[src/design/srd_pkg.sv]
// ----------------------------------------------------------------------------
// srd_pkg
// Shared types, constants and the crc-8 update for the response deframer.
// ----------------------------------------------------------------------------
package srd_pkg;

    localparam logic [7:0] FLAG_BYTE = 8'h7E;
    localparam logic [7:0] ESC_BYTE  = 8'h7D;
    localparam logic [7:0] ESC_MASK  = 8'h20;
    localparam logic [7:0] CRC_INIT  = 8'hFF;
    localparam logic [7:0] CRC_POLY  = 8'h31;

    localparam int RX_W    = 8;
    localparam int M_DATA_W = 32;
    localparam int CFG_IDX_W = 1;

    typedef enum logic [2:0] {
        PH_HUNT,
        PH_ADDR,
        PH_CMD,
        PH_STATE,
        PH_LEN,
        PH_DATA,
        PH_CHECK,
        PH_STOP
    } phase_t;

    typedef enum logic [2:0] {
        ST_OK       = 3'd0,
        ST_ADDR     = 3'd1,
        ST_CMD      = 3'd2,
        ST_DEVSTATE = 3'd3,
        ST_NOSTOP   = 3'd4,
        ST_CRC      = 3'd5
    } status_t;

    typedef enum logic [CFG_IDX_W-1:0] {
        REG_DEVICE_ADDRESS   = 1'b0,
        REG_EXPECTED_COMMAND = 1'b1
    } cfg_reg_t;

    localparam logic KIND_PAYLOAD = 1'b0;
    localparam logic KIND_STATUS  = 1'b1;

    typedef struct packed {
        logic [7:0] device_state;
        status_t    status;
        logic [7:0] byte_index;
        logic [7:0] payload_byte;
        logic       kind;
    } result_t;

    // msb-first crc-8, one byte
    function automatic logic [7:0] crc_feed(input logic [7:0] crc, input logic [7:0] b);
        logic [7:0] v;
        v = crc ^ b;
        for (int k = 0; k < 8; k++) begin
            if (v[7])
                v = {v[6:0], 1'b0} ^ CRC_POLY;
            else
                v = {v[6:0], 1'b0};
        end
        return v;
    endfunction

endpackage

[src/design/srd_parser.sv]
// ----------------------------------------------------------------------------
// srd_parser
// Frame state machine, unescaping and running crc; one byte per cycle while in_fire is high.
// ----------------------------------------------------------------------------
module srd_parser (
    input  logic                          clk,
    input  logic                          rst_n,
    input  logic                          in_fire,
    input  logic [srd_pkg::RX_W-1:0]      rx_byte,
    input  logic                          cfg_fire,
    input  logic [srd_pkg::CFG_IDX_W-1:0] cfg_index,
    input  logic [7:0]                    cfg_data,
    output logic                          res_valid,
    output srd_pkg::result_t              res
);
    import srd_pkg::*;

    phase_t     phase_reg, phase_next;
    logic       esc_reg, esc_next;
    logic [7:0] crc_reg, crc_next;
    logic [7:0] left_reg, left_next;
    logic [7:0] count_reg, count_next;
    logic [7:0] held_state_reg, held_state_next;
    logic [7:0] held_check_reg, held_check_next;
    logic [7:0] dev_addr_reg;
    logic [7:0] exp_cmd_reg;

    logic [7:0] v;
    logic [7:0] crc_fed;
    logic       is_esc;

    // escape flag is only ever set in payload or check phase
    assign v       = esc_reg ? (rx_byte ^ ESC_MASK) : rx_byte;
    assign crc_fed = crc_feed(crc_reg, v);
    assign is_esc  = !esc_reg && (rx_byte == ESC_BYTE);

    always_comb
    begin
        phase_next      = phase_reg;
        esc_next        = esc_reg;
        crc_next        = crc_reg;
        left_next       = left_reg;
        count_next      = count_reg;
        held_state_next = held_state_reg;
        held_check_next = held_check_reg;
        res_valid          = 1'b0;
        res.kind           = KIND_STATUS;
        res.payload_byte   = 8'h00;
        res.byte_index     = count_reg;
        res.status         = ST_OK;
        res.device_state   = held_state_reg;

        if (in_fire)
        begin
            case (phase_reg)
                PH_HUNT:
                begin
                    if (rx_byte == FLAG_BYTE)
                    begin
                        phase_next      = PH_ADDR;
                        esc_next        = 1'b0;
                        crc_next        = CRC_INIT;
                        left_next       = 8'h00;
                        count_next      = 8'h00;
                        held_state_next = 8'h00;
                        held_check_next = 8'h00;
                    end
                end
                PH_ADDR:
                begin
                    crc_next = crc_fed;
                    if (rx_byte != dev_addr_reg)
                    begin
                        res_valid  = 1'b1;
                        res.status = ST_ADDR;
                        phase_next = PH_HUNT;
                    end
                    else
                        phase_next = PH_CMD;
                end
                PH_CMD:
                begin
                    crc_next = crc_fed;
                    if (rx_byte != exp_cmd_reg)
                    begin
                        res_valid  = 1'b1;
                        res.status = ST_CMD;
                        phase_next = PH_HUNT;
                    end
                    else
                        phase_next = PH_STATE;
                end
                PH_STATE:
                begin
                    crc_next        = crc_fed;
                    held_state_next = rx_byte;
                    if (rx_byte != 8'h00)
                    begin
                        res_valid        = 1'b1;
                        res.status       = ST_DEVSTATE;
                        res.device_state = rx_byte;
                        phase_next       = PH_HUNT;
                    end
                    else
                        phase_next = PH_LEN;
                end
                PH_LEN:
                begin
                    crc_next   = crc_fed;
                    left_next  = rx_byte;
                    phase_next = (rx_byte == 8'h00) ? PH_CHECK : PH_DATA;
                end
                PH_DATA:
                begin
                    if (is_esc)
                        esc_next = 1'b1;
                    else
                    begin
                        esc_next         = 1'b0;
                        crc_next         = crc_fed;
                        res_valid        = 1'b1;
                        res.kind         = KIND_PAYLOAD;
                        res.payload_byte = v;
                        res.device_state = 8'h00;
                        count_next       = count_reg + 8'd1;
                        left_next        = left_reg - 8'd1;
                        if (left_reg == 8'd1)
                            phase_next = PH_CHECK;
                    end
                end
                PH_CHECK:
                begin
                    if (is_esc)
                        esc_next = 1'b1;
                    else
                    begin
                        esc_next        = 1'b0;
                        held_check_next = v;
                        phase_next      = PH_STOP;
                    end
                end
                default:
                begin
                    res_valid  = 1'b1;
                    phase_next = PH_HUNT;
                    if (rx_byte != FLAG_BYTE)
                        res.status = ST_NOSTOP;
                    else if (held_check_reg != crc_reg)
                        res.status = ST_CRC;
                    else
                        res.status = ST_OK;
                end
            endcase
            // any status sends the parser back to hunting
            if (res_valid && res.kind == KIND_STATUS)
                esc_next = 1'b0;
        end
    end

    always_ff @(posedge clk or negedge rst_n)
    begin
        if (!rst_n)
        begin
            phase_reg      <= PH_HUNT;
            esc_reg        <= 1'b0;
            crc_reg        <= CRC_INIT;
            left_reg       <= 8'h00;
            count_reg      <= 8'h00;
            held_state_reg <= 8'h00;
            held_check_reg <= 8'h00;
            dev_addr_reg   <= 8'h00;
            exp_cmd_reg    <= 8'h00;
        end
        else
        begin
            phase_reg      <= phase_next;
            esc_reg        <= esc_next;
            crc_reg        <= crc_next;
            left_reg       <= left_next;
            count_reg      <= count_next;
            held_state_reg <= held_state_next;
            held_check_reg <= held_check_next;
            if (cfg_fire && cfg_index == REG_DEVICE_ADDRESS)
                dev_addr_reg <= cfg_data;
            if (cfg_fire && cfg_index == REG_EXPECTED_COMMAND)
                exp_cmd_reg <= cfg_data;
        end
    end

    a_esc_phase: assert property (@(posedge clk) disable iff (!rst_n)
        esc_reg |-> (phase_reg == PH_DATA || phase_reg == PH_CHECK))
        else $error("escape pending outside payload or check");

    a_payload_phase: assert property (@(posedge clk) disable iff (!rst_n)
        (res_valid && res.kind == KIND_PAYLOAD) |-> (phase_reg == PH_DATA && left_reg != 8'h00))
        else $error("payload word outside payload phase");

    a_status_hunt: assert property (@(posedge clk) disable iff (!rst_n)
        (res_valid && res.kind == KIND_STATUS) |=> (phase_reg == PH_HUNT && !esc_reg))
        else $error("status not followed by hunting");

endmodule

[src/design/srd_out_buf.sv]
// ----------------------------------------------------------------------------
// srd_out_buf
// Result register with a skid stage, so input keeps flowing under stall until both are full.
// ----------------------------------------------------------------------------
module srd_out_buf (
    input  logic             clk,
    input  logic             rst_n,
    input  logic             res_valid,
    input  srd_pkg::result_t res,
    output logic             in_ready,
    output logic             out_valid,
    input  logic             out_ready,
    output srd_pkg::result_t out_res
);
    import srd_pkg::*;

    logic    main_valid_reg, main_valid_next;
    logic    skid_valid_reg, skid_valid_next;
    result_t main_reg, main_next;
    result_t skid_reg, skid_next;
    logic    pop;

    assign pop       = main_valid_reg && out_ready;
    assign in_ready  = !skid_valid_reg;
    assign out_valid = main_valid_reg;
    assign out_res   = main_reg;

    always_comb
    begin
        main_valid_next = main_valid_reg;
        skid_valid_next = skid_valid_reg;
        main_next       = main_reg;
        skid_next       = skid_reg;
        if (pop)
        begin
            if (skid_valid_reg)
            begin
                main_next       = skid_reg;
                skid_valid_next = 1'b0;
            end
            else if (res_valid)
                main_next = res;
            else
                main_valid_next = 1'b0;
        end
        else if (res_valid)
        begin
            if (!main_valid_reg)
            begin
                main_next       = res;
                main_valid_next = 1'b1;
            end
            else
            begin
                skid_next       = res;
                skid_valid_next = 1'b1;
            end
        end
    end

    always_ff @(posedge clk or negedge rst_n)
    begin
        if (!rst_n)
        begin
            main_valid_reg <= 1'b0;
            skid_valid_reg <= 1'b0;
        end
        else
        begin
            main_valid_reg <= main_valid_next;
            skid_valid_reg <= skid_valid_next;
        end
    end

    always_ff @(posedge clk)
    begin
        main_reg <= main_next;
        skid_reg <= skid_next;
    end

    a_skid_behind_main: assert property (@(posedge clk) disable iff (!rst_n)
        skid_valid_reg |-> main_valid_reg)
        else $error("skid word held with empty result register");

    a_no_overrun: assert property (@(posedge clk) disable iff (!rst_n)
        res_valid |-> !skid_valid_reg)
        else $error("new word while both stages full");

    a_skid_moves_up: assert property (@(posedge clk) disable iff (!rst_n)
        (skid_valid_reg && out_ready) |=> (main_valid_reg && !skid_valid_reg))
        else $error("skid word not moved up on drain");

endmodule

[src/design/shdlc_response_deframer.sv]
// ----------------------------------------------------------------------------
// shdlc_response_deframer
// Byte-serial deframer for shdlc-style response frames with crc-8 check.
// ----------------------------------------------------------------------------
// Takes one received byte per cycle on the slave stream while s_tready is high,
// and gives one word per payload byte plus one status word per frame on the
// master stream. Each byte is handled combinationally by the frame state machine
// and an unrolled crc-8 update, and the result lands in a result register backed
// by a skid stage, so s_tready only drops after two result words are held under
// back-pressure. Configuration writes are always accepted and take effect from
// the next byte on.
module shdlc_response_deframer (
    input  logic                            clk,
    input  logic                            rst_n,
    input  logic                            s_tvalid,
    output logic                            s_tready,
    input  logic [srd_pkg::RX_W-1:0]        s_tdata,   // [7:0] rx_byte
    output logic                            m_tvalid,
    input  logic                            m_tready,
    // [7:0] payload_byte, [15:8] byte_index, [18:16] status, [26:19] device_state
    output logic [srd_pkg::M_DATA_W-1:0]    m_tdata,
    output logic [0:0]                      m_tuser,   // [0] kind
    input  logic                            cfg_valid,
    output logic                            cfg_ready,
    input  logic [srd_pkg::CFG_IDX_W-1:0]   cfg_index,
    input  logic [7:0]                      cfg_data
);
    import srd_pkg::*;

    logic    in_fire;
    logic    res_valid;
    result_t res;
    result_t out_res;

    assign in_fire   = s_tvalid && s_tready;
    assign cfg_ready = 1'b1;

    srd_parser u_parser (
        .clk       (clk),
        .rst_n     (rst_n),
        .in_fire   (in_fire),
        .rx_byte   (s_tdata),
        .cfg_fire  (cfg_valid && cfg_ready),
        .cfg_index (cfg_index),
        .cfg_data  (cfg_data),
        .res_valid (res_valid),
        .res       (res)
    );

    srd_out_buf u_out_buf (
        .clk       (clk),
        .rst_n     (rst_n),
        .res_valid (res_valid),
        .res       (res),
        .in_ready  (s_tready),
        .out_valid (m_tvalid),
        .out_ready (m_tready),
        .out_res   (out_res)
    );

    assign m_tdata = {5'b0, out_res.device_state, out_res.status,
                      out_res.byte_index, out_res.payload_byte};
    assign m_tuser = out_res.kind;

endmodule

[config.mk]
export PLATFORM = sky130hd
export DESIGN_NAME = shdlc_response_deframer
export DESIGN_NICKNAME = d
export VERILOG_FILES = /design/src/design/srd_pkg.sv /design/src/design/srd_parser.sv /design/src/design/srd_out_buf.sv /design/src/design/shdlc_response_deframer.sv
export SDC_FILE = /design/constraint.sdc
export NUM_CORES = 1
export LEC_CHECK = 0
export ABC_AREA = 1
export BUFFER_PORTS_ARGS = -buffer_cell sky130_fd_sc_hd__buf_2
export CORE_MARGIN = 5
export CORE_UTILIZATION = 59
export CTS_CLUSTER_SIZE = 20
export DETAILED_ROUTE_END_ITERATION = 8
export GPL_ROUTABILITY_DRIVEN = 0
export PLACE_DENSITY = 0.8
export REMOVE_ABC_BUFFERS = 1
export SETUP_SLACK_MARGIN = 0.4
export SYNTH_ARGS = -nofsm -noshare
export SYNTH_HDL_FRONTEND = slang
export SYNTH_SLANG_ARGS = --single-unit
export TNS_END_PERCENT = 1
[constraint.sdc]
create_clock -name clk -period 4.2 [get_ports clk]
set_input_delay 0.42 -clock clk [delete_from_list [all_inputs] [get_ports clk]]
set_output_delay 0.42 -clock clk [all_outputs]
set_load 0.02 [all_outputs]
==> flow_summary.ini <==
[timing]
skew_ns = 0.005074
slew-limit-headroom = 0.4723
tightest_slew_ns = 0.7916
setup_viol = 0
rsz0062_at_grt = no
fmax_ghz = 0.3840
fin_crit_sh = 0.6201
hold_viol = 0
fin_crit_ns = 2.604
slew_viol_final = 0
hold_ws_ns = 0.06188

[global_route]
antenna_found_initial = 0
grt_pass1_wl_mm = 22.89
grt_pass1_vias = 4817
grt_max_degree = 63
overflow = 0
gr-usage-all-layers = 0.2313

[synth]
ys_seq_area_frac = 0.5426
synth_top_area_frac = 0.2813
postSynth.asyncResetShare = 0.5254
syn_inst = 697
netlist_area_um2 = 5977
syn_avg_cell_area_um2 = 8.575
yosysWarnings = 0
synthTopCellsByArea = edfxtp_1, dfrtp_1, nand2_1
yosysTopAreaCell = edfxtp_1
synth-seq-cells = 118
synth-edff-count = 56
synth.distinct_cells = 38
synthFlopType = edfxtp_1

[cells_and_area]
fin_nets = 777
final_area_um2 = 6883
syn_to_final_growth_pct = 15.16
num_antenna_cells = 0
drive_gt1_frac = 0.1608
layout_commonest_cell = nand2_1
final_cell_mix = nand2_1, inv_1, nor2_1, o21ai_0, edfxtp_1

[cts]
root_buffer = clkbuf_8
cts.clk_slew.worst_paths_ns = 0.06
htree_levels = 4
clock_latency_ns = 0.52
clock_path_buffers = 2
clock_sinks = 118
cts_resized = 0
cts_setup_buffers = 0
cts_buffers = 17
hold_buffers = 0
cts_tree = yes

[floorplan]
num_rows = 36
die_area_um2 = 12240
die_h_um = 110.7
io_pins = 58
initial_core_util = 0.6087
die_x_um = 110.7
coreArea_um2 = 9819

[placement]
placed_area_um2 = 6319
dpl.hpwl_mm = 9.455
port_buffers = 51

[critical_path]
slowest_stage = nor2_2
cp-start-kind = register
cp_num_buf_inv = 3
cp_data_required_time_ns = 4.43
r2r.worst_path.cells = 9
r2r_end = u_out_buf.skid_reg[12]
r2r-start = u_parser.phase_reg[0]
rrSetupSlack_ns = 1.60
critPathKind = register to register
crit_path_end_kind = register
cp_max_fo = 13
crit_path_max_incr_delay_ns = 0.42
arrival_ns = 2.83
cp_top_family = simple AND/OR/NAND/NOR gates
crit_chain = inv_1 -> nor2_1 -> nand2_1 -> inv_1 -> nand2_1 -> nand3_1 -> o21ai_1 -> nor2_2 -> buf_4

[outcome]
status = complete, no violations

[drt]
drc = 0
viasPerCell = 5.441
drt_iter0_markers = 423
wl_per_cell_um = 15.16
drt_pass1_iterations = 5
ant_nets = 0
wl_mm = 13.61
via_count = 4886

[power_and_ir_drop]
p_leak_uw = 0.003188
p_comb_frac = 0.317
seq_power_share = 0.384
p_per_area_nw_per_um2 = 657.2
finalPower_uw = 4523
peakVddDrop_mv = 0.3116
p_sw_frac = 0.3725
power_switching_uw = 1685
intPower_uw = 2839
share_clk_of_total_power = 0.299

[run]
max_cap_viol_count = 0

[min_path]
hold_path_class = primary input to asynchronous set/reset pin
## layer usage
metal | track usage | share of wire
met2 | 0.3718 | 0.49
met1 | 0.2910 | 0.41
met5 | 0 | 0
met4 | 0.1232 | 0.034
met3 | 0.05349 | 0.071
## cell type report
class	count	area (um2)
timing repair buffer	56	292.8
fill	770	2937
tap	133	166.4
sequential	118	3243
clock inverter	13	121.4
clock buffer	19	442.9
inverter	88	332.8
multi-input combinational	471	2283
## through the flow
| step | cells | utilization | setup TNS, ns | setup WS [ns] |
|---|---|---|---|---|
| after floorplan | 677 | - | -2.730 | -0.09749 |
| after global placement | 866 | 0.6435 | 0 | 1.761 |
| after detailed placement | 866 | 0.6435 | 0 | 1.643 |
| after CTS | 898 | 0.7009 | 0 | 1.631 |
| after global routing | 898 | 0.7009 | 0 | 1.473 |
| final | 898 | 0.7009 | 0 | 1.596 |
## cell families (layout without fill, tap and decap cells)
kind of cell,Yosys count,after routing,synth area share
and+or+nand+nor,329,329,0.2280
xor gates and xnor gates,32,32,0.04689
DFF,118,118,0.5426
adders and majority gates,3,3,0.006281
buffers and inverters,112,176,0.07976
other,2,6,0.001256
AOI/OAI and AO/OA,101,101,0.09525
## synthesized netlist by cell type (2+ instances only)
master / n
nand2_1: 204
inv_1: 82
nor2_1: 62
o21ai_0: 60
edfxtp_1: 56
dfrtp_1: 54
nand3_1: 31
xnor2_1: 21
a21oi_1: 12
xor2_1: 11
nand4_1: 10
a31oi_1: 9
buf_4: 8
dfstp_2: 8
buf_2: 7
clkbuf_1: 7
nor3_1: 7
nand2_2: 5
o21ai_1: 5
o21ai_2: 5
inv_2: 4
nor2_2: 4
ha_1: 3
a22oi_1: 2
a32oi_1: 2
buf_6: 2
conb_1: 2
nor3_2: 2
o21a_1: 2
o22ai_1: 2
## power groups by stage
stage                     sequential [uW]  clock, uW  combinational [uW]
after floorplan                      1830          0                 935
after global placement               1730          0                1360
after detailed placement             1750          0                1410
after CTS                            1730       1370                1430
after global routing                 1770       1430                1600
final                                1740       1350                1430
## how the worst max path moves through the flow
stage / slack, ns / depth (start not counted) / start / end
after floorplan: -0.1 / 4 / u_out_buf.out_valid / u_out_buf.out_res[0]
after global placement: 1.76 / 8 / u_parser.phase_reg[1] / u_out_buf.skid_reg[10]
after detailed placement: 1.64 / 9 / u_parser.phase_reg[0] / u_out_buf.skid_reg[10]
after CTS: 1.63 / 8 / u_parser.phase_reg[1] / u_out_buf.skid_reg[27]
after global routing: 1.47 / 9 / u_parser.phase_reg[0] / u_out_buf.skid_reg[27]
final: 1.60 / 9 / u_parser.phase_reg[0] / u_out_buf.skid_reg[12]
Power figures use the tool's default switching activity.
